`src/cssb_pkg.sv`:
```
// Shared types and constants for the cosine similarity batch search block.
`default_nettype none
package cssb_pkg;

    // Element width and Q1.15 fraction bits
    localparam int ElemBits = 16;
    localparam int FracBits = 15;
    localparam int SimBits  = 16;
    localparam int IdxBits  = 16;

    // Depth of the job queue between front and back
    localparam int QDepth   = 2;

    // Register indexes (byte address bit 2)
    localparam logic RegVectorLength = 1'b0;
    localparam logic RegBatchCount   = 1'b1;

    localparam int LenBits   = 11;
    localparam int BatchBits = 16;

    // Item modes
    localparam logic ModeQuery  = 1'b0;
    localparam logic ModeCorpus = 1'b1;

    typedef struct packed {
        logic                        mode;
        logic signed [ElemBits-1:0]  sample;
    } t_in_item;

    typedef struct packed {
        logic signed [SimBits-1:0]   similarity;
        logic        [IdxBits-1:0]   vector_index;
        logic                        zero_norm;
        logic                        last_of_batch;
    } t_out_item;

    // Back-end sequencer states
    typedef enum logic [2:0] {
        BS_IDLE,
        BS_MUL,
        BS_SQRT,
        BS_DIV,
        BS_OUT
    } t_bstate;

endpackage
`default_nettype wire

```
`src/cssb_queue.sv`:
```
// Small FIFO that carries finished-vector jobs from front to back.
`default_nettype none
module cssb_queue #(
    parameter int W = 8
) (
    input  wire logic                                     i_clk,
    input  wire logic                                     i_rst_n,
    input  wire logic                                     i_push,
    input  wire logic [W-1:0]                             i_data,
    input  wire logic                                     i_pop,
    output logic      [W-1:0]                             o_data,
    output logic                                          o_empty,
    output logic      [$clog2(cssb_pkg::QDepth+1)-1:0]    o_level
);
    localparam int PW = $clog2(cssb_pkg::QDepth);
    localparam int LW = $clog2(cssb_pkg::QDepth+1);

    logic [W-1:0]  r_mem [cssb_pkg::QDepth];
    logic [PW-1:0] r_wp, r_rp;
    logic [LW-1:0] r_count;

    // storage
    always_ff @(posedge i_clk) begin
        if (i_push) begin
            r_mem[r_wp] <= i_data;
        end
    end

    // pointers and fill level
    always_ff @(posedge i_clk) begin
        if (!i_rst_n) begin
            r_wp    <= '0;
            r_rp    <= '0;
            r_count <= '0;
        end else begin
            if (i_push) begin
                r_wp <= (r_wp == PW'(cssb_pkg::QDepth-1)) ? '0 : r_wp + 1'b1;
            end
            if (i_pop) begin
                r_rp <= (r_rp == PW'(cssb_pkg::QDepth-1)) ? '0 : r_rp + 1'b1;
            end
            if (i_push && !i_pop) begin
                r_count <= r_count + 1'b1;
            end else if (!i_push && i_pop) begin
                r_count <= r_count - 1'b1;
            end
        end
    end

    assign o_data  = r_mem[r_rp];
    assign o_empty = (r_count == '0);
    assign o_level = r_count;

`ifndef SYNTH
    a_no_overflow: assert property (@(posedge i_clk) disable iff (!i_rst_n)
        i_push |-> (r_count != LW'(cssb_pkg::QDepth)))
        else $error("job queue overflow");
    a_no_underflow: assert property (@(posedge i_clk) disable iff (!i_rst_n)
        i_pop |-> (r_count != '0))
        else $error("job queue underflow");
`endif
endmodule
`default_nettype wire

```
`config.mk`:
```
export PLATFORM = sky130hd
export DESIGN_NAME = cssb_queue
export DESIGN_NICKNAME = d
export VERILOG_FILES = /design/src/cssb_pkg.sv /design/src/cssb_queue.sv
export SDC_FILE = /design/constraint.sdc
export NUM_CORES = 1
export LEC_CHECK = 0
export BUFFER_PORTS_ARGS = -buffer_cell sky130_fd_sc_hd__buf_2
export CAP_MARGIN = 0
export CORE_ASPECT_RATIO = 1.25
export CORE_MARGIN = 2
export CORE_UTILIZATION = 43
export DETAILED_ROUTE_END_ITERATION = 6
export PLACE_DENSITY = 0.73
export SLEW_MARGIN = 20
export SYNTH_ARGS = -nofsm -noshare
export SYNTH_HDL_FRONTEND = slang
export SYNTH_SLANG_ARGS = --single-unit
```
`constraint.sdc`:
```
create_clock -name i_clk -period 1.2 [get_ports i_clk]
set_input_delay 0 -clock i_clk [delete_from_list [all_inputs] [get_ports i_clk]]
set_output_delay 0 -clock i_clk [all_outputs]
set_load 0.05 [all_outputs]
```
==> flow_summary.toml, run 1 <==
[run_status]
status = "finished, violations left"
violations = "setup timing"

[global_routing]
grt_usage_pct = 12.95
antenna_found_initial = 0
grt.overflow.total = 0
grt_pass1_vias = 495
grt_max_degree = 12
grt_pass1_wl_um = 2070

[synthesis]
avgSynthCellArea_sq_um = 17.08
postSynthCellCount = 46
synth_top_family_by_area = "multiplexers"
synth-seq-cells = 21
synthArstFlopShare_pct = 0
synth_seq_area_share_pct = 73.89
synthAdderAreaFrac_pct = 1.592
synthXorXnorAreaFrac_pct = 3.344
synth_ff_type = "edfxtp_1"
synth.area.mux_share_pct = 11.46
synthSimpleGateAreaFrac_pct = 6.051
ys_types = 15
synth_nets = 59
synth_edf_count = 16
synth_compound_gate_area_share_pct = 2.548
netlist_area_sq_um = 785.8
yosys_warnings = 0

[critical_path]
r2r_start = "r_wp"
worstSetupStartpointType = "flip-flop"
reg2regPathDepth = 1
path_class = "flip-flop to output pin"
r2r-end = "r_mem[1][5]"
required_ps = 1200
r2r_slack_ps = 140
crit_end = "o_data[0]"
crit_path_max_fanout = 8
worst_ep_arrival_time_ps = 1220
end_kind = "output pin"

[timing]
report.final.slew_viol_count = 0
rsz0062_at_grt = "yes"
tightestPinTransition_ps = 396.9
finalSetupTns_ps = -106.7
finalCritPeriodShare_pct = 101.6
fin_crit_ps = 1219
final-hold-violation-count = 0
fin_ws_ps = -19.39
finClkSkew_ps = 4.455
slew_headroom_pct = 73.54
setup_viol = 8
max_freq_mhz = 820.1
timing.hold.ws_ps = 45.52

[finish]
n_fill_cell = 132
diodes = 0
area_growth_pct = 43.95
seq_area_sq_um = 585.6
final_layout_size_suffix_gt1_share_pct = 45.12
post-route-util_pct = 64.85
multi_input_area_sq_um = 226.5
final_nets = 96

[place]
dp_slack_ps = 94.21
hpwl_um = 874.8
gp_congestion = 0.6172
io_buffers = 22

[clock_tree]
clk_latency_ps = 290
clock-sinks = 21
cts_buffer_depth = 2
path_clk_slew_ps = 100
cts_tree = "built"
h-tree-depth = 1
cts-root-buf = "clkbuf_4"
cts_made_buffers = 3

[floorplan]
rows = 17
ios = 23
core-area_sq_um = 1744
die_h_um = 51.80
die_x_um = 42.24
die-area_sq_um = 2188
initial_core_util_pct = 45.05

[min_path]
hold_class = "input port to flip-flop"
hold_start = "i_pop"

[power_and_ir_drop]
finalPower_mw = 1.594
cellPowerDensity_nw_per_um2 = 1409
p_leak_nw = 0.4718
ir_drop_v = 0.0007524

[routing]
dr.pass1.iters = 3
via_per_inst = 4.683
wl_per_cell_um = 12.25
detail-route-antenna-nets = 0
wirelength_um = 1237
vias = 473
drtIter0Drc = 3
drc_errors = 0

[run]
drv_cap = 0
state kept, by name (all words and copies together), names as in the netlist, named ones only:
register / cells
r_mem: 16
r_wp: 1
r_rp: 1
o_level: 2
per-stage QoR:
| stage | std cells | instance area (sq um) |
|---|---|---|
| floorplan | 46 | 787.0 |
| global placement | 88 | 930.9 |
| detailed placement | 88 | 930.9 |
| CTS | 101 | 1101 |
| global route | 101 | 1131 |
| finish | 101 | 1131 |
report_power, final:
group / switching [mW] / internal, mW
registers: 0.0346 / 0.834
logic: 0.238 / 0.175
clock network: 0.184 / 0.129
repair_timing:
item | CTS | global route
resized for setup | 18 | 8
pin swaps | 0 | 0
hold endpoints to repair | 21 | 0
hold buffers | 9 | 0
buffers inserted | 0 | 0
setup endpoints to repair | 8 | 8
critical path, stage by stage, from the launching register on:
cell     delay [ps]
dfxtp_4         450
mux2_4          320
buf_6           150
routing by layer:
| metal | up-vias | track usage (%) | part of all wire, % |
|---|---|---|---|
| met1 | 221 | 13.90 | 41 |
| met5 | - | 0 | 0 |
| li1 | 236 | - | - |
| met4 | 0 | 6.250 | 0 |
| met2 | 16 | 24.36 | 55 |
| met3 | 0 | 2.083 | 4.5 |
cells in the mapped netlist, types with 2 or more instances:
library cell	n	area share (%)
edfxtp_1	16	61
mux2_2	8	11
dfxtp_1	5	13
and2_1	4	3.2
nor2b_1	2	1.6
xor2_1	2	2.2
kinds of logic after synthesis:
kind of cell / Yosys count
adder cells (fa/ha/maj): 1
AND/OR/NAND/NOR: 8
AO/OA/AOI/OAI: 3
buffers and inverters: 2
flip-flops: 21
multiplexers: 8
XOR/XNOR: 3
final cells by class:
type,count,share of cell area [%]
clock buffers,4,2.323
inverters,1,0.3319
multi-input cells,23,20.02
flip-flops and latches,21,51.77
well taps,19,2.102
repair buffers,33,23.45
how the worst min path moves through the flow:
stage,endpoint,slack (ps),depth (start not counted)
6_report,flip-flop,50,3
5_1_grt,flip-flop,50,3
4_1_cts,flip-flop,40,3
3_5_place_dp,r_mem[0][0],190,1
3_3_place_gp,r_mem[1][5],190,1
2_1_floorplan,r_mem[0][0],100,0
placed cells by master, fill, tap and decap left out, drive strengths merged, types with 2 or more instances in the layout:
cell,n
clkbuf,4
dlygate4sd3,9
nor2b,2
edfxtp,16
mux2,8
xor2,2
buf,24
and2,4
dfxtp,5
No activity file was read; power rests on OpenSTA's default activity.
==> run 2: changes to the inputs <==
- CTS_BUF_LIST: unset -> sky130_fd_sc_hd__clkbuf_4 sky130_fd_sc_hd__clkbuf_8 sky130_fd_sc_hd__clkbuf_16
==> flow_summary.toml, run 2 (synthesis results as in run 1) <==
[global_routing]
antenna_found_initial = 0
grt_pass1_wl_um = 2070
grt.overflow.total = 0
grt_max_degree = 12
grt_pass1_vias = 495
grt_usage_pct = 12.95

[floorplan]
die_h_um = 51.80
initial_core_util_pct = 45.05
ios = 23
die_x_um = 42.24
die-area_sq_um = 2188
rows = 17
core-area_sq_um = 1744

[clock_tree]
cts_made_buffers = 3
clk_latency_ps = 290
clock-sinks = 21
h-tree-depth = 1
postCtsSetupRepairBufs = 0
cts-root-buf = "clkbuf_4"
cts_buffer_depth = 2
cts_tree = "built"
path_clk_slew_ps = 100

[routing]
detail-route-antenna-nets = 0
drtIter0Drc = 3
vias = 475
drc_errors = 0
wl_per_cell_um = 12.27
wirelength_um = 1239
dr.pass1.iters = 3
via_per_inst = 4.703

[power_and_ir_drop]
p_leak_nw = 0.4752
seq_power_share_pct = 53.7
finalPower_mw = 1.617
netSwitchingFraction_pct = 28.22
ir_drop_v = 0.0007525
p_int_mw = 1.160
pwr-share-comb_pct = 25.5
switchingPower_mw = 0.4563
clockPowerShare_pct = 20.8
cellPowerDensity_nw_per_um2 = 1425

[finish]
final_common_cell = "edfxtp_1"
largest-register = "r_mem"
final_cells = 101
multi_input_area_sq_um = 226.5
final_nets = 96
seq_area_sq_um = 585.6
area_growth_pct = 44.43
final_cell_mix = "16 x edfxtp_1, 14 x buf_2, 9 x dlygate4sd3_1, 8 x mux2_4, 8 x buf_6"
final_layout_size_suffix_gt1_share_pct = 46.34
diodes = 0
largest_reg_flops = 16
n_fill_cell = 130

[critical_path]
reg2regPathDepth = 1
r2r_start = "r_wp"
path_class = "flip-flop to output pin"
required_ps = 1200
r2r-end = "r_mem[1][5]"
worst_ep_arrival_time_ps = 1220
worstSetupStartpointType = "flip-flop"
crit_path_max_fanout = 8
r2r_slack_ps = 140
end_kind = "output pin"

[timing]
finalCritPeriodShare_pct = 101.6
slew_headroom_pct = 73.55
rsz0062_at_grt = "yes"
finalSetupTns_ps = -106.7
fin_ws_ps = -19.39
max_freq_mhz = 820.1
finClkSkew_ps = 4.339
report.final.slew_viol_count = 0
fin_crit_ps = 1219
setup_viol = 8
tightestPinTransition_ps = 396.8
final-hold-violation-count = 0

[run_status]
violations = "setup timing"
status = "finished, violations left"

[min_path]
hold_start = "i_pop"
hold_depth = 3
hold_class = "input port to flip-flop"

[place]
gp_congestion = 0.6172
hpwl_um = 874.8
io_buffers = 22
dp_cells = 88

[run]
drv_cap = 0
-- run 2: cell types whose count changed in the layout (fill, tap and decap cells not counted) --
cell	change
clkbuf_4	+1
clkbuf_1	-1
-- run 2: critical path, cell delays in order (launching register included) --
cell and delay, ps:
dfxtp_4 450, mux2_4 320, buf_6 150
-- run 2: power groups by stage --
stage               sequential (mW)  clock, mW  combinational, mW
floorplan                     0.902          0              0.227
detailed placement            0.880          0              0.335
global route                  0.876      0.392              0.435
CTS                           0.864      0.353              0.398
finish                        0.868      0.336              0.413
global placement              0.877          0              0.331
-- run 2: area by class of cell --
cell class              count  area share, %
clock buffers               4          2.646
multi-input cells          23          19.96
repair buffers             33          23.37
flip-flops and latches     21          51.60
inverters                   1         0.3308
well taps                  19          2.095
-- run 2: metrics by stage --
stage / area (sq um) / hold WS [ps] / worst slack [ps] / util, %
finish: 1135 / 45.52 / -19.39 / 65.06
global route: 1135 / 50.41 / -77.51 / 65.06
CTS: 1105 / 35.50 / -35.90 / 63.34
detailed placement: 930.9 / 191.5 / 94.21 / 53.37
global placement: 930.9 / 188.8 / 102.1 / 53.37
floorplan: 787.0 / 98.87 / 2.969 / -
-- run 2: routing by layer --
metal | wire (um) | track usage [%] | share of wire (%) | up-vias
li1 | - | - | - | 236
met1 | 503 | 13.90 | 41 | 223
met2 | 679 | 24.36 | 55 | 16
met3 | 56 | 2.083 | 4.5 | 0
met4 | 0 | 6.250 | 0 | 0
met5 | 0 | 0 | 0 | -
-- run 2: worst max path at each step --
stage	start	endpoint	slack, ps	cells past startpoint
detailed placement	flip-flop	o_data[4]	90	2
global route	flip-flop	o_data[0]	-80	2
global placement	flip-flop	o_data[4]	100	2
floorplan	o_level[1]	o_empty	3	1
CTS	flip-flop	o_data[4]	-40	2
finish	flip-flop	o_data[0]	-20	2
-- run 2: repair_timing --
item	in CTS	in global routing
setup endpoints to repair	8	8
gates resized for setup	18	8
hold endpoints to repair	21	0
hold buffers	9	0
