===== src/cssb_pkg.sv =====
// Shared types and constants for the cosine similarity batch search block.
`default_nettype none
package cssb_pkg;

    // Element width and Q1.15 fraction bits
    localparam int ElemBits = 16;
    localparam int FracBits = 15;
    localparam int SimBits  = 16;
    localparam int IdxBits  = 16;

    // Depth of the job queue between front and back
    localparam int QDepth   = 2;

    // Register indexes (byte address bit 2)
    localparam logic RegVectorLength = 1'b0;
    localparam logic RegBatchCount   = 1'b1;

    localparam int LenBits   = 11;
    localparam int BatchBits = 16;

    // Item modes
    localparam logic ModeQuery  = 1'b0;
    localparam logic ModeCorpus = 1'b1;

    typedef struct packed {
        logic                        mode;
        logic signed [ElemBits-1:0]  sample;
    } t_in_item;

    typedef struct packed {
        logic signed [SimBits-1:0]   similarity;
        logic        [IdxBits-1:0]   vector_index;
        logic                        zero_norm;
        logic                        last_of_batch;
    } t_out_item;

    // Back-end sequencer states
    typedef enum logic [2:0] {
        BS_IDLE,
        BS_MUL,
        BS_SQRT,
        BS_DIV,
        BS_OUT
    } t_bstate;

endpackage
`default_nettype wire


===== src/cssb_back.sv =====
// Back end: norm product, integer square root, division and saturation.
`default_nettype none
module cssb_back #(
    parameter int MAX_LENGTH = 1024
) (
    input  wire logic                                     i_clk,
    input  wire logic                                     i_rst_n,
    input  wire logic                                     i_empty,
    input  wire logic [2*(2*cssb_pkg::ElemBits-1+$clog2(MAX_LENGTH))
                       + 2*cssb_pkg::ElemBits+$clog2(MAX_LENGTH)
                       + cssb_pkg::IdxBits:0]             i_job,
    output logic                                          o_pop,
    output logic                                          o_valid,
    input  wire logic                                     i_stall,
    output cssb_pkg::t_out_item                           o_out
);
    localparam int E  = cssb_pkg::ElemBits;
    localparam int AW = $clog2(MAX_LENGTH);
    localparam int NW = 2*E - 1 + AW;
    localparam int DW = 2*E + AW;
    localparam int RW = NW + 3;
    localparam int KW = $clog2(NW+1);
    localparam int FB = cssb_pkg::FracBits;
    localparam int SB = cssb_pkg::SimBits;

    cssb_pkg::t_bstate r_state, n_state;

    logic [NW-1:0]            j_qn, j_vn;
    logic signed [DW-1:0]     j_dot;
    logic [cssb_pkg::IdxBits-1:0] j_vidx;
    logic                     j_last;

    logic [NW-1:0]            r_a, r_b, r_root;
    logic [2*NW-1:0]          r_p;
    logic [RW-1:0]            r_rem;
    logic [NW:0]              r_drem;
    logic [NW-1:0]            r_mag;
    logic                     r_neg;
    logic [FB-1:0]            r_quo;
    logic [KW-1:0]            r_cnt;
    cssb_pkg::t_out_item      r_out;

    logic [RW-1:0]            sh, trial;
    logic [NW:0]              dsh;
    logic [DW-1:0]            mag_full;
    logic                     cnt_end;

    assign {j_qn, j_vn, j_dot, j_vidx, j_last} = i_job;

    always_comb begin
        sh       = {r_rem[RW-3:0], r_p[2*NW-1 -: 2]};
        trial    = RW'({r_root, 2'b01});
        dsh      = {r_drem[NW-1:0], 1'b0};
        mag_full = j_dot[DW-1] ? DW'(-j_dot) : DW'(j_dot);
        cnt_end  = (r_cnt == '0);
    end

    // quotient including the bit decided this cycle
    function automatic logic [FB-1:0] quo_next();
        logic bit_n;
        bit_n = (dsh >= (NW+1)'(r_root));
        return {r_quo[FB-2:0], bit_n};
    endfunction

    // sequencer state register
    always_ff @(posedge i_clk) begin
        if (!i_rst_n) begin
            r_state <= cssb_pkg::BS_IDLE;
        end else begin
            r_state <= n_state;
        end
    end

    // next state
    always_comb begin
        n_state = r_state;
        o_pop   = 1'b0;
        unique case (r_state)
            cssb_pkg::BS_IDLE: begin
                if (!i_empty) begin
                    o_pop   = 1'b1;
                    n_state = (j_qn == '0 || j_vn == '0) ? cssb_pkg::BS_OUT
                                                        : cssb_pkg::BS_MUL;
                end
            end
            cssb_pkg::BS_MUL:  if (cnt_end) n_state = cssb_pkg::BS_SQRT;
            cssb_pkg::BS_SQRT: if (cnt_end) n_state = cssb_pkg::BS_DIV;
            cssb_pkg::BS_DIV: begin
                if (cnt_end) n_state = cssb_pkg::BS_OUT;
            end
            cssb_pkg::BS_OUT:  if (!i_stall) n_state = cssb_pkg::BS_IDLE;
            default:           n_state = cssb_pkg::BS_IDLE;
        endcase
    end

    // datapath: shift-add multiply, digit-by-digit root, long division
    always_ff @(posedge i_clk) begin
        unique case (r_state)
            cssb_pkg::BS_IDLE: begin
                r_a   <= j_qn;
                r_b   <= j_vn;
                r_p   <= '0;
                r_cnt <= KW'(NW-1);
                r_neg <= j_dot[DW-1];
                r_mag <= NW'(mag_full);
                r_out.vector_index  <= j_vidx;
                r_out.last_of_batch <= j_last;
                r_out.zero_norm     <= (j_qn == '0 || j_vn == '0);
                r_out.similarity    <= '0;
            end
            cssb_pkg::BS_MUL: begin
                r_p   <= {r_p[2*NW-2:0], 1'b0} + (r_b[NW-1] ? (2*NW)'(r_a) : '0);
                r_b   <= {r_b[NW-2:0], 1'b0};
                r_cnt <= cnt_end ? KW'(NW-1) : r_cnt - 1'b1;
                r_rem  <= '0;
                r_root <= '0;
            end
            cssb_pkg::BS_SQRT: begin
                r_p <= {r_p[2*NW-3:0], 2'b00};
                if (sh >= trial) begin
                    r_rem  <= sh - trial;
                    r_root <= {r_root[NW-2:0], 1'b1};
                end else begin
                    r_rem  <= sh;
                    r_root <= {r_root[NW-2:0], 1'b0};
                end
                r_cnt  <= cnt_end ? KW'(FB-1) : r_cnt - 1'b1;
                r_drem <= (NW+1)'(r_mag);
                r_quo  <= '0;
            end
            cssb_pkg::BS_DIV: begin
                r_cnt <= r_cnt - 1'b1;
                if (dsh >= (NW+1)'(r_root)) begin
                    r_drem <= dsh - (NW+1)'(r_root);
                    r_quo  <= {r_quo[FB-2:0], 1'b1};
                end else begin
                    r_drem <= dsh;
                    r_quo  <= {r_quo[FB-2:0], 1'b0};
                end
            end
            cssb_pkg::BS_OUT: begin
                if (r_state != n_state && !r_out.zero_norm) begin
                    r_out.similarity <= r_out.similarity;
                end
            end
            default: begin
                r_cnt <= r_cnt;
            end
        endcase
        // result formed as division ends; saturate when |dot| reaches the root
        if (r_state == cssb_pkg::BS_DIV && cnt_end) begin
            if (r_mag >= r_root) begin
                r_out.similarity <= r_neg ? {1'b1, {(SB-1){1'b0}}} : {1'b0, {(SB-1){1'b1}}};
            end else begin
                r_out.similarity <= r_neg ? -SB'(quo_next()) : SB'(quo_next());
            end
        end
    end

    assign o_valid = (r_state == cssb_pkg::BS_OUT);
    assign o_out   = r_out;

`ifndef SYNTH
    a_div_rem: assert property (@(posedge i_clk) disable iff (!i_rst_n)
        (r_state == cssb_pkg::BS_DIV && r_mag < r_root) |-> (r_drem < (NW+1)'(r_root)))
        else $error("division remainder out of range");
    a_pop_idle: assert property (@(posedge i_clk) disable iff (!i_rst_n)
        o_pop |-> (r_state == cssb_pkg::BS_IDLE && !i_empty))
        else $error("job taken while busy");
`endif
endmodule
`default_nettype wire


===== config.mk =====
export PLATFORM = sky130hd
export DESIGN_NAME = cssb_back
export DESIGN_NICKNAME = d
export VERILOG_FILES = /design/src/cssb_pkg.sv /design/src/cssb_back.sv
export SDC_FILE = /design/constraint.sdc
export NUM_CORES = 1
export LEC_CHECK = 0
export BUFFER_PORTS_ARGS = -buffer_cell sky130_fd_sc_hd__buf_2
export CAP_MARGIN = 20
export CORE_MARGIN = 4
export CORE_UTILIZATION = 56
export CTS_CLUSTER_DIAMETER = 50
export DETAILED_ROUTE_END_ITERATION = 6
export PLACE_DENSITY = 0.79
export SLEW_MARGIN = 20
export SYNTH_ARGS = -nofsm -noshare
export SYNTH_HDL_FRONTEND = slang
export SYNTH_SLANG_ARGS = --single-unit

===== constraint.sdc =====
create_clock -name i_clk -period 7.99 [get_ports i_clk]
set_input_delay 0.799 -clock i_clk [delete_from_list [all_inputs] [get_ports i_clk]]
set_output_delay 0.799 -clock i_clk [all_outputs]
set_load 0.05 [all_outputs]

==> impl_metrics.yaml <==
outcome:
  outcome: "finished, final reports clean"
placed_design:
  dp_hpwl_um: 44640
  place.gp.congestion: 0.9376
  place.port_buffers: 180
timing:
  fmax_ghz: 0.1827
  drv_slew: 0
  worstMarginPinSlew_ns: 1.119
  period_needed_ns: 5.474
  hold_viol: 0
  period_share_pct: 68.51
  setup_viol: 0
  setup_tns_ns: 0
  timing.slew.headroom_pct: 25.41
  fin_worst_skew_ns: 0.03025
  whs_ns: 0.3898
  rsz0062_at_grt: "no"
clock_tree:
  cts_resized: 0
  cts_hold_buffers: 0
  insertion_delay_ns: 0.60
  cts_tree: "built"
  clockBufferDepth: 3
  cts_setup_buffers: 0
  path_clk_slew_ns: 0.06
  htreeDepth: 2
  cts_buffers: 48
  ctsRootBufferMaster: "clkbuf_16"
  clock-sinks: 387
cells_and_area:
  drive_above_1_share_pct: 11.15
  syn2layout_area_growth_pct: 11.95
  layout.nets: 3096
  antennaDiodeCount: 0
  final_cell_mix: "edfxtp_1, nand2_1, nor2_1, a21oi_1, buf_2"
  final_common_cell: "edfxtp_1"
synthesis:
  synth_ff_type: "edfxtp_1"
  synthCells: 2639
  synth_edf_count: 384
  yosys_warnings: 0
  syn_nets: 2955
  yosysSeqAreaShare_pct: 45.59
  synth_seq_cells: 387
  avgSynthCellArea_um2: 9.635
  syn_area_mm2: 0.02543
  async_reset_ff_share_pct: 0
  ys_types: 77
die:
  dieArea_mm2: 0.04888
  die_h_um: 221.1
  placeableCoreArea_mm2: 0.04451
  start_util_pct: 57.12
  ioPinCount: 181
  rows: 77
  die_width_um: 221.1
grt:
  grt_first_pass_wirelength_um: 103700
  track_usage_pct: 25.24
  gr-total-overflow: 0
  grt_max_degree: 114
  antenna_found_initial: 0
  grt_pass1_vias: 20503
drt:
  num_vias: 21019
  drtIter0Drc: 1939
  drt_first_pass_iters: 6
  drc: 0
  routedWlPerCell_um: 18.66
  ant_nets: 0
  detail_route.vias_per_cell: 6.168
  wl_um: 63600
critical_path:
  cp_cell_sequence: "buf_16 -> and2_1 -> ha_1 -> inv_1 -> fa_1 -> nand2b_1 -> a21oi_1 -> o21a_1 -> a21o_1 -> nand4b_1 -> a2111oi_2 -> o21ai_1 -> a21oi_1 -> nor2_1 -> or3b_2"
  path_buf_inv: 2
  critPathLaunchType: "flop"
  end_kind: "flop"
  cpMostUsedCell: "a21oi_1"
  critPathKind: "reg2reg"
  crit_fanout: 25
  slowest_delay_ns: 1.00
  required_ns: 8.33
  worstPathArrival_ns: 5.81
  cp_top_family: "compound AO/OA/AOI/OAI gates"
  cpMaxStageDelayCell: "a21oi_1"
power:
  max-vdd-ir-drop_v: 0.0001798
  p_leak_nw: 11.68
  p_per_area_mw_per_mm2: 194.4
run:
  drv_cap: 0
min_path:
  hold_path.class: "in2reg"
[kinds of logic (layout without fill, tap and decap cells)]
group | after synthesis | count (layout) | synth area share [%]
flip-flops | 387 | 387 | 45.59
adder cells (fa/ha/maj) | 171 | 171 | 8.474
multiplexers | 40 | 40 | 1.575
AND/OR/NAND/NOR | 969 | 969 | 17.96
XOR/XNOR | 175 | 175 | 6.028
buffers and inverters | 204 | 381 | 3.076
AO/OA/AOI/OAI | 693 | 693 | 17.30
[per-stage QoR]
stage	utilization (%)	cell area, µm²	setup slack [ns]	instances	total power, mW
2_1_floorplan	-	25430	2.481	2639	3.172
3_3_place_gp	60.33	26850	2.496	3319	3.393
3_5_place_dp	60.33	26850	2.198	3319	3.431
4_1_cts	63.76	28380	2.162	3405	5.557
5_1_grt	63.95	28460	2.086	3408	5.782
6_report	63.95	28460	2.516	3408	5.534
[cells in the mapped netlist, types with 45 or more instances]
library cell / number / area, µm²
inv_1: 92 / 345.3
nand2_1: 362 / 1359
nand3_1: 68 / 340.3
and2_1: 53 / 331.6
a21oi_1: 194 / 970.9
xnor2_1: 130 / 1139
and3_1: 49 / 306.5
xor2_1: 45 / 394.1
nor3_1: 50 / 250.2
ha_1: 169 / 2115
edfxtp_1: 384 / 11530
clkbuf_1: 93 / 349.1
nor2_1: 228 / 855.8
a21o_1: 71 / 533.0
o21ai_0: 177 / 885.9
[state kept, by name, indices dropped and copies added (netlist names), 34 cells and up]
signal / flops
r_p: 82
r_rem: 42
r_a: 41
r_b: 41
r_drem: 41
r_mag: 41
r_root: 41
o_out: 34
[power by group]
| group | switching [mW] | leakage (nW) | internal (mW) |
|---|---|---|---|
| sequential | 0.0682 | 4.05 | 2.39 |
| clock | 0.898 | 0.734 | 1.22 |
| combinational | 0.598 | 6.90 | 0.362 |
[area by class of cell]
class / count / area (µm²)
Inverter: 93 / 349.1
Clock buffer: 51 / 1234
Timing Repair Buffer: 202 / 1119
Sequential cell: 387 / 11590
Clock inverter: 35 / 291.5
Fill cell: 3579 / 16050
Tap cell: 592 / 740.7
Multi-Input combinational cell: 2048 / 13140
[worst reg2reg max path, cell delays in order, from the launching register on]
cell and delay [ns]:
edfxtp_1 0.67, buf_16 0.22, and2_1 0.14, ha_1 0.18
inv_1 0.07, fa_1 0.41, nand2b_1 0.18, a21oi_1 0.26
o21a_1 0.24, a21o_1 0.20, nand4b_1 0.20, a2111oi_2 0.48
o21ai_1 0.37, a21oi_1 1.00, nor2_1 0.11, or3b_2 0.49
[final timing paths]
| check | start | to | slack [ns] | cells after the start |
|---|---|---|---|---|
| setup / recovery | r_b[40] | r_p[53] | 2.52 | 15 |
| hold / removal | i_job[0] | o_out[0] | 0.39 | 1 |
| hold reg to reg | r_b[36] | r_b[37] | 0.50 | 2 |
| setup reg to reg | r_b[40] | r_p[53] | 2.52 | 15 |
[routing by layer]
metal  GRT usage (%)  share of wire (%)
met5               0                  0
met1           33.50                 42
met4           9.422                3.7
met3           4.188                6.6
met2           42.02                 48
No activity file was read; power rests on OpenSTA's default activity.
